File: src/gas_pkg.sv
// Shared types, constants and helpers of the grid path search block.
package gas_pkg;

  localparam int CoordW   = 4;
  localparam int CellAw   = 3 * CoordW;
  localparam int NCells   = 1 << CellAw;
  localparam int CntW     = CellAw + 1;
  localparam int SizeW    = 5;
  localparam int DimSize  = 1 << CoordW;
  localparam int CostFrac = 8;
  localparam int CostW    = 24;
  localparam int PrioW    = 28;
  localparam int OrdW     = 17;
  localparam int DirW     = 5;
  localparam int OctW     = 14;
  localparam int HeurW    = 18;
  localparam int TieW     = 16;
  localparam int ClrW     = 16;
  localparam int StepW    = 12;

  localparam int Sqrt2Q20 = 1482910;
  localparam int Sqrt3Q20 = 1816187;
  localparam int CostOneI = 1 << CostFrac;
  localparam int CostSq2I = (Sqrt2Q20 + (1 << (19 - CostFrac))) >> (20 - CostFrac);
  localparam int CostSq3I = (Sqrt3Q20 + (1 << (19 - CostFrac))) >> (20 - CostFrac);
  localparam logic [CostW-1:0] COST_ONE = CostW'(CostOneI);
  localparam logic [CostW-1:0] COST_SQ2 = CostW'(CostSq2I);
  localparam logic [CostW-1:0] COST_SQ3 = CostW'(CostSq3I);

  localparam logic [DirW-1:0] NO_PARENT = DirW'(13);
  localparam logic [DirW-1:0] DIR_MAX   = DirW'(26);

  localparam logic [1:0] MARK_FREE   = 2'd0;
  localparam logic [1:0] MARK_OPEN   = 2'd1;
  localparam logic [1:0] MARK_CLOSED = 2'd2;

  localparam logic [1:0] REQ_LOAD   = 2'd0;
  localparam logic [1:0] REQ_SEARCH = 2'd1;
  localparam logic [1:0] REQ_READ   = 2'd2;

  localparam logic [1:0] ST_DONE   = 2'd0;
  localparam logic [1:0] ST_FOUND  = 2'd1;
  localparam logic [1:0] ST_NOPATH = 2'd2;
  localparam logic [1:0] ST_BEYOND = 2'd3;

  localparam logic [2:0] CFG_SIZE_X = 3'd0;
  localparam logic [2:0] CFG_SIZE_Y = 3'd1;
  localparam logic [2:0] CFG_SIZE_Z = 3'd2;
  localparam logic [2:0] CFG_TIE    = 3'd3;
  localparam logic [2:0] CFG_CLRMIN = 3'd4;

  localparam logic [CntW-1:0] EXP_MAX = CntW'(NCells);

  typedef struct packed {
    logic [CoordW-1:0] x;
    logic [CoordW-1:0] y;
    logic [CoordW-1:0] z;
  } coord_t;

  typedef struct packed {
    logic [1:0]       mark;
    logic [CostW-1:0] cost;
    logic [PrioW-1:0] prio;
    logic [DirW-1:0]  parent;
    logic [OrdW-1:0]  order;
  } node_t;

  localparam int NodeW = $bits(node_t);

  function automatic logic [SizeW-1:0] eff_size(input logic [SizeW-1:0] v);
    logic [SizeW-1:0] r;
    if (v == '0) r = SizeW'(1);
    else if (v > SizeW'(DimSize)) r = SizeW'(DimSize);
    else r = v;
    return r;
  endfunction

  function automatic logic [CoordW-1:0] clamp_idx(input logic [CoordW-1:0] v,
                                                  input logic [SizeW-1:0] size);
    logic [SizeW-1:0] m;
    m = size - SizeW'(1);
    return ({1'b0, v} >= size) ? m[CoordW-1:0] : v;
  endfunction

  // Split a parent code into per-axis offsets, each 0..2 (offset + 1).
  function automatic logic [5:0] dir_split(input logic [DirW-1:0] d);
    logic [1:0]      ax;
    logic [1:0]      ay;
    logic [DirW-1:0] rem;
    if (d >= DirW'(18)) ax = 2'd2;
    else if (d >= DirW'(9)) ax = 2'd1;
    else ax = 2'd0;
    rem = d - DirW'(ax) * DirW'(9);
    if (rem >= DirW'(6)) ay = 2'd2;
    else if (rem >= DirW'(3)) ay = 2'd1;
    else ay = 2'd0;
    rem = rem - DirW'(ay) * DirW'(3);
    return {ax, ay, rem[1:0]};
  endfunction

endpackage

File: src/gas_heur.sv
// Two-stage octile heuristic: distance, then tie-scale multiply with rounding.
module gas_heur import gas_pkg::*; (
  input  logic             clk_i,
  input  coord_t           cell_i,
  input  coord_t           goal_i,
  input  logic [TieW-1:0]  tie_i,
  output logic [HeurW-1:0] heur_o
);

  logic [CoordW-1:0] da, db, dc, a, b, c, t;
  logic [OctW-1:0]   oct_d, oct_q;
  logic [OctW+TieW-1:0] prod;

  always_comb begin
    t  = '0;
    da = (cell_i.x > goal_i.x) ? cell_i.x - goal_i.x : goal_i.x - cell_i.x;
    db = (cell_i.y > goal_i.y) ? cell_i.y - goal_i.y : goal_i.y - cell_i.y;
    dc = (cell_i.z > goal_i.z) ? cell_i.z - goal_i.z : goal_i.z - cell_i.z;
    a = da; b = db; c = dc;
    if (a > b) begin t = a; a = b; b = t; end
    if (b > c) begin t = b; b = c; c = t; end
    if (a > b) begin t = a; a = b; b = t; end
    oct_d = OctW'(a) * OctW'(COST_SQ3) + OctW'(b - a) * OctW'(COST_SQ2)
          + OctW'(c - b) * OctW'(COST_ONE);
    prod = OctW'(oct_q) * (OctW + TieW)'(tie_i) + (OctW + TieW)'(2048);
  end

  always_ff @(posedge clk_i) begin
    oct_q  <= oct_d;
    heur_o <= prod[12 +: HeurW];
  end

endmodule

File: config.mk
export PLATFORM = sky130hd
export DESIGN_NAME = gas_heur
export DESIGN_NICKNAME = d
export VERILOG_FILES = /design/src/gas_pkg.sv /design/src/gas_heur.sv
export SDC_FILE = /design/constraint.sdc
export NUM_CORES = 1
export LEC_CHECK = 0
export ABC_AREA = 1
export ABC_CLOCK_PERIOD_IN_PS = 29300
export BUFFER_PORTS_ARGS = -buffer_cell sky130_fd_sc_hd__buf_4
export CAP_MARGIN = 0
export CELL_PAD_IN_SITES_DETAIL_PLACEMENT = 1
export CELL_PAD_IN_SITES_GLOBAL_PLACEMENT = 2
export CORE_ASPECT_RATIO = 1.75
export CORE_MARGIN = 4
export CORE_UTILIZATION = 43
export CTS_CLUSTER_DIAMETER = 150
export DETAILED_ROUTE_END_ITERATION = 16
export GPL_TIMING_DRIVEN = 1
export PLACE_DENSITY = 0.95
export SYNTH_ARGS = -nofsm -noshare
export SYNTH_HDL_FRONTEND = slang
export SYNTH_SLANG_ARGS = --single-unit
File: constraint.sdc
create_clock -name clk_i -period 29.3 [get_ports clk_i]
set_clock_uncertainty 0.2 [all_clocks]
set_input_delay 2.93 -clock clk_i [delete_from_list [all_inputs] [get_ports clk_i]]
set_output_delay 2.93 -clock clk_i [all_outputs]
set_load 0.02 [all_outputs]
# [Word level (Yosys, flattened, before mapping)]
# Cells that the tools add are included.
[op_classes] addsub=11 multipliers=3 div_mod_pow=0 order_cmp=6 eq_ne=0 n_shift=0 mux=9 bitwise_logic=0 n_reduce_logical=0
[op_table] operator="4-bit 2-to-1 mux" n=9
[op_table] operator="30-bit by 12-bit adder with 30-bit output, second input constant" n=1
[op_table] operator="14-bit by 16-bit multiplier with 30-bit output" n=1
[op_table] operator="4-bit greater-than comparator" n=6
[op_table] operator="4-bit subtractor" n=6
[op_table] operator="13-bit by 14-bit adder with 14-bit output" n=1
[op_table] operator="14-bit adder" n=1
[op_table] operator="14-bit by 8-bit multiplier with 13-bit output, second input constant" n=1
[op_table] operator="4-bit by 9-bit multiplier with 13-bit output, second input constant" n=1
[op_table] operator="4-bit by 4-bit subtractor with 5-bit output" n=2
[word_totals] reg_bits=32 latch_bits=0 mem_bits_rw=0 rom_bits=0 input_bits=41 output_inout_bits=18 word_cells=31 n_memories=0

# [Depth between registers and ports, before layout]
[depth] depth_word=12 depth_mapped=70 ltp_nobuf=68

# [Worst setup path before layout]
# No wires, ideal clock.
[synth_path] path_kind="in2reg" startpoint="in cell_i[8] (netlist name)" endpoint="reg oct_q[13]" setup_ns=0.072 arrival_time_ns=13.062 required_time_ns=29.028 path_slack_ns=15.966 cell_stages=64 path_cell_list="inv_1 > ha_1 > fa_1 > inv_1 > nand2_1 > nand2_1 > nand3_4 > o21ai_0 > xor2_1 > ha_1 > nand2_1 > inv_2 > nand3_1 > nand2_1 > buf_4 > nand3_1 > nand2_1 > ha_1 > [... 28 more ...] > a21oi_1 > nand2_1 > xnor2_1 > inv_1 > fa_1 > fa_1 > fa_1 > ha_1 > a21oi_1 > o21ai_0 > a21oi_1 > inv_1 > a21oi_1 > o21bai_1 > nand2_1 > nand2_1 > a21oi_1 > xnor2_1"
[synth_between] elab_chain_len=12
[synth_lines] element="start: declaration" line_no="gas_heur.sv:4" text="input coord_t cell_i,"
[synth_lines] element="4-bit subtractor / 4-bit greater-than comparator (equally long branches)" line_no="gas_heur.sv:16" text="da = (cell_i.x > goal_i.x) ? cell_i.x - goal_i.x : goal_i.x - cell_i.x;"
[synth_lines] element="4-bit 2-to-1 mux *" line_no="gas_heur.sv:16"
[synth_lines] element="4-bit greater-than comparator" line_no="gas_heur.sv:20" text="if (a > b) begin t = a; a = b; b = t; end"
[synth_lines] element="4-bit 2-to-1 mux" line_no="gas_heur.sv:20"
[synth_lines] element="4-bit greater-than comparator" line_no="gas_heur.sv:21" text="if (b > c) begin t = b; b = c; c = t; end"
[synth_lines] element="4-bit 2-to-1 mux" line_no="gas_heur.sv:21"
[synth_lines] element="4-bit greater-than comparator" line_no="gas_heur.sv:22" text="if (a > b) begin t = a; a = b; b = t; end"
[synth_lines] element="4-bit 2-to-1 mux *" line_no="gas_heur.sv:22"
[synth_lines] element="via a[0]" line_no="gas_heur.sv:10" text="logic [CoordW-1:0] da, db, dc, a, b, c, t;"
[synth_lines] element="4-bit by 4-bit subtractor with 5-bit output" line_no="gas_heur.sv:23" text="oct_d = OctW'(a) * OctW'(COST_SQ3) + OctW'(b - a) * OctW'(COST_SQ2)"
[synth_lines] element="14-bit by 8-bit multiplier with 13-bit output" line_no="gas_heur.sv:23"
[synth_lines] element="13-bit by 14-bit adder with 14-bit output *" line_no="gas_heur.sv:23"
[synth_lines] element="14-bit adder *" line_no="gas_heur.sv:24" text="+ OctW'(c - b) * OctW'(COST_ONE);"
[synth_lines] element="via oct_d[13]" line_no="gas_heur.sv:11" text="logic [OctW-1:0] oct_d, oct_q;"
[synth_lines] element="end signal: assignment" line_no="gas_heur.sv:29" text="oct_q <= oct_d;"
[synth_lines] element="end: declaration" line_no="gas_heur.sv:11"
# The timed path passes the listed nets; every way through them passes the cells marked *.

# [Final worst setup path]
# Same ends and word-level chain as after synthesis.

==> load_flow_metrics.sql <==
INSERT INTO impl_metrics (metric_group, metric, value, unit) VALUES
('cts', 'cts-buffers-inserted', '5', ''),
('cts', 'hold_buffers', '0', ''),
('cts', 'clock_sink_count', '32', ''),
('cts', 'tritoncts', 'yes', ''),
('setup_path', 'setup.worst_path.end_class', 'flop', ''),
('detailed_routing', 'route.top_layer_used', 'met4', ''),
('detailed_routing', 'detailroute.wirelength.met3', '491', 'um'),
('cts', 'clkLatencyLatePin', '0.29', 'ns'),
('layout', 'antenna_cells', '0', ''),
('synth', 'post-synth-top-area-fraction', '0.341', ''),
('worst_hold_path', 'hold_class', 'reg2reg', ''),
('sta', 'report.final.setup_viol', '0', ''),
('synth', 'post_synth.cell_area_avg', '8.04', 'sq um'),
('cts', 'maximum_level_of_the_cts_h_tree', '2', ''),
('detailed_routing', 'final_routed_wirelength', '33.1', 'mm'),
('synth', 'synth-edff-count', '0', ''),
('layout', 'final_nets', '1946', ''),
('setup_path', 'start_kind', 'input pin', ''),
('run', 'drv_cap', '0', ''),
('layout', 'area_delta_synth_final', '7.34', '%'),
('detailed_routing', 'ant_nets', '0', ''),
('cts', 'clockRootBuffer', 'sky130_fd_sc_hd__clkbuf_16', ''),
('die', 'dieArea', '30700', 'sq um'),
('setup_path', 'cp.arrival', '14.83', 'ns'),
('synth', 'synth_cell_types', '43', ''),
('sta', 'timing_worst_slew_pin_value', '0.851', 'ns'),
('detailed_routing', 'route.detailed.drc', '0', ''),
('sta', 'max_freq', '0.0675', 'GHz'),
('cts', 'post_cts_buffers', '0', ''),
('sta', 'final_hold_viol_count', '0', ''),
('synth', 'synthesis.yosys.warnings', '0', ''),
('die', 'initial_utilization', '0.438', ''),
('setup_path', 'worst-path-buf-inv', '13', ''),
('die', 'placement_rows', '80', ''),
('cts', 'post_cts_resize_count', '0', ''),
('synth', 'synth_top_cells_by_area', 'sky130_fd_sc_hd__fa_1, sky130_fd_sc_hd__ha_1, sky130_fd_sc_hd__inv_1', ''),
('sta', 'max-slew-margin-rel', '0.432', ''),
('place', 'detailed_place.area', '12700', 'sq um'),
('setup_path', 'criticalPathCategory', 'in2reg', ''),
('detailed_routing', 'detailedRoute.firstIterationViolations', '193', ''),
('synth', 'synth_seq_area_share', '0.0535', ''),
('detailed_routing', 'dr_total_vias', '9609', ''),
('setup_path', 'worst_path_most_repeated_cell', 'sky130_fd_sc_hd__nand2_1', ''),
('detailed_routing', 'route.detailed.vias_per_inst', '5.12', ''),
('detailed_routing', 'detailedRoute.firstPassIterationCount', '4', ''),
('sta', 'period_needed', '14.81', 'ns'),
('synth', 'synthesis.area', '12000', 'sq um'),
('global_route', 'maximum_number_of_pins_on_one_net_before_global_route_repair', '17', ''),
('setup_path', 'critical_path_required', '29.32', 'ns'),
('die', 'design.core.area', '27300', 'sq um'),
('place', 'gp_congestion', '0.855', ''),
('detailed_routing', 'drt-met1-wl', '10.1', 'mm'),
('sta', 'post-route-period-util', '0.505', ''),
('synth', 'synthFlopType', 'sky130_fd_sc_hd__dfxtp_1', ''),
('cts', 'cts.clk_slew.worst_paths', '0.05', 'ns'),
('synth', 'async_flop_share', '0', ''),
('sta', 'final_tns_setup', '0', 'ns'),
('global_route', 'vias_in_the_first_global_route', '11300', ''),
('setup_path', 'max_stage_delay', '0.52', 'ns'),
('die', 'io_pins', '59', ''),
('detailed_routing', 'met2_length', '20.3', 'mm'),
('place', 'place_hpwl', '28.9', 'mm'),
('synth', 'ys_seq_elements', '32', ''),
('sta', 'rsz0062_at_grt', 'false', ''),
('die', 'die_height', '229', 'um'),
('global_route', 'antenna_found_initial', '0', ''),
('setup_path', 'cp_max_stage_cell', 'sky130_fd_sc_hd__fa_1', ''),
('synth', 'synth_nets', '1927', ''),
('sta', 'maxSlewViolCount', '0', ''),
('place', 'placement.io_buffers', '58', ''),
('die', 'die_w', '134', 'um'),
('setup_path', 'worstPathMaxFanout', '12', ''),
('synth', 'synthCells', '1488', ''),
('setup_path', 'critical-path-top-delay-family', 'adder cells', ''),
('global_route', 'globalRouteTotalUtil', '0.225', ''),
('layout', 'finalInstanceArea', '12800', 'sq um'),
('synth', 'synth.largest_area_cell', 'sky130_fd_sc_hd__fa_1', ''),
('layout', 'fraction_of_final_layout_cells_with_drive_strength_greater_than_1', '0.0789', ''),
('detailed_routing', 'routed_length_per_placed_instance', '17.6', 'um'),
('global_route', 'overflow', '0', ''),
('global_route', 'grt_first_pass_wirelength', '54.2', 'mm'),
('status', 'run_status', 'complete, no violations', ''),
('cts', 'cts_buffer_depth', '2', '');
==> layout by cell type (no fill, tap or decap), types with 5 or more instances in the layout <==
| cell type | n |
|---|---|
| sky130_fd_sc_hd__nand3_1 | 27 |
| sky130_fd_sc_hd__a21o_1 | 6 |
| sky130_fd_sc_hd__nor2_1 | 32 |
| sky130_fd_sc_hd__inv_1 | 386 |
| sky130_fd_sc_hd__clkbuf_16 | 5 |
| sky130_fd_sc_hd__dfxtp_1 | 32 |
| sky130_fd_sc_hd__xor2_1 | 36 |
| sky130_fd_sc_hd__buf_4 | 60 |
| sky130_fd_sc_hd__fa_1 | 204 |
| sky130_fd_sc_hd__xnor2_1 | 16 |
| sky130_fd_sc_hd__nand2_4 | 9 |
| sky130_fd_sc_hd__o21ai_0 | 31 |
| sky130_fd_sc_hd__nand3_2 | 9 |
| sky130_fd_sc_hd__nand2_1 | 325 |
| sky130_fd_sc_hd__ha_1 | 194 |
| sky130_fd_sc_hd__a21oi_1 | 57 |
| sky130_fd_sc_hd__nand4_1 | 9 |
| sky130_fd_sc_hd__nand2_2 | 17 |
| sky130_fd_sc_hd__inv_2 | 7 |
| sky130_fd_sc_hd__o21bai_1 | 6 |
==> cell families (layout without fill, tap and decap cells) <==
logic type | after synthesis | count (layout) | share of synthesized area
xor gates and xnor gates | 52 | 52 | 0.0380
and+or+nand+nor | 438 | 438 | 0.161
DFF | 32 | 32 | 0.0535
buffers and inverters | 443 | 463 | 0.142
muxes | 3 | 3 | 0.00251
AOI/OAI and AO/OA | 122 | 122 | 0.0587
adders and majority gates | 398 | 398 | 0.544
==> final timing paths <==
kind,startpoint,endpoint,slack [ns],depth (start not counted)
max,cell_i[8],oct_q[13],14.49,64
min,oct_q[0],heur_o[0],1.07,4
max reg2reg,oct_q[2],heur_o[14],22.77,20
min reg2reg,oct_q[0],heur_o[0],1.07,4
==> synth_stat cells (16+ instances only) <==
library cell and instances:
sky130_fd_sc_hd__o21ai_0 31, sky130_fd_sc_hd__nor2_1 32, sky130_fd_sc_hd__clkbuf_1 42, sky130_fd_sc_hd__nand2_2 17
sky130_fd_sc_hd__inv_1 386, sky130_fd_sc_hd__dfxtp_1 32, sky130_fd_sc_hd__nand3_1 27, sky130_fd_sc_hd__a21oi_1 57
sky130_fd_sc_hd__fa_1 204, sky130_fd_sc_hd__ha_1 194, sky130_fd_sc_hd__nand2_1 325, sky130_fd_sc_hd__xor2_1 36
sky130_fd_sc_hd__xnor2_1 16
==> flip-flops by register name (all words and copies together) (netlist names) <==
signal  count
oct_q      14
heur_o     18
==> metal layers <==
layer | global-route usage | vias to the layer above
met2 | 0.485 | 161
li1 | - | 4459
met4 | 0.131 | 0
met5 | 0 | -
met1 | 0.191 | 4879
met3 | 0.0123 | 110
==> per-stage QoR <==
stage                     instances  worst slack [ns]  utilization  hold slack (ns)
after CTS                      1877             14.42        0.470             1.03
after detailed placement       1869             14.14        0.464             1.03
after floorplan                1488             15.97            -            0.598
after global routing           1877             13.34        0.470             1.13
final                          1877             14.49        0.470             1.07
after global placement         1869             14.64        0.464             1.03
==> cell type report <==
cell class                      instances  area [sq um]
Fill cell                            3372         14500
Multi-Input combinational cell       1013          9630
Inverter                              395          1490
Sequential cell                        32           641
Tap cell                              369           462
Timing Repair Buffer                   60           450
Clock buffer                            7           153
Clock inverter                          1          30.0
==> worst register-to-register path, stage by stage (launching register included) <==
cell and delay (ns):
sky130_fd_sc_hd__dfxtp_1 0.82, sky130_fd_sc_hd__nand2_1 0.19, sky130_fd_sc_hd__fa_1 0.58, sky130_fd_sc_hd__inv_1 0.06
sky130_fd_sc_hd__fa_1 0.50, sky130_fd_sc_hd__inv_1 0.06, sky130_fd_sc_hd__fa_1 0.50, sky130_fd_sc_hd__inv_1 0.06
sky130_fd_sc_hd__fa_1 0.48, sky130_fd_sc_hd__fa_1 0.55, sky130_fd_sc_hd__fa_1 0.47, sky130_fd_sc_hd__ha_1 0.35
sky130_fd_sc_hd__nand2_1 0.10, sky130_fd_sc_hd__nor4_1 0.29, sky130_fd_sc_hd__a21oi_1 0.18, sky130_fd_sc_hd__o21bai_1 0.28
sky130_fd_sc_hd__nand3_1 0.11, sky130_fd_sc_hd__nand2_1 0.12, sky130_fd_sc_hd__nand2_1 0.09, sky130_fd_sc_hd__o31ai_1 0.24
sky130_fd_sc_hd__xor2_1 0.23
Power is not shown: default switching activity piles up to over one toggle a cycle in this logic, so the estimate is an artifact.
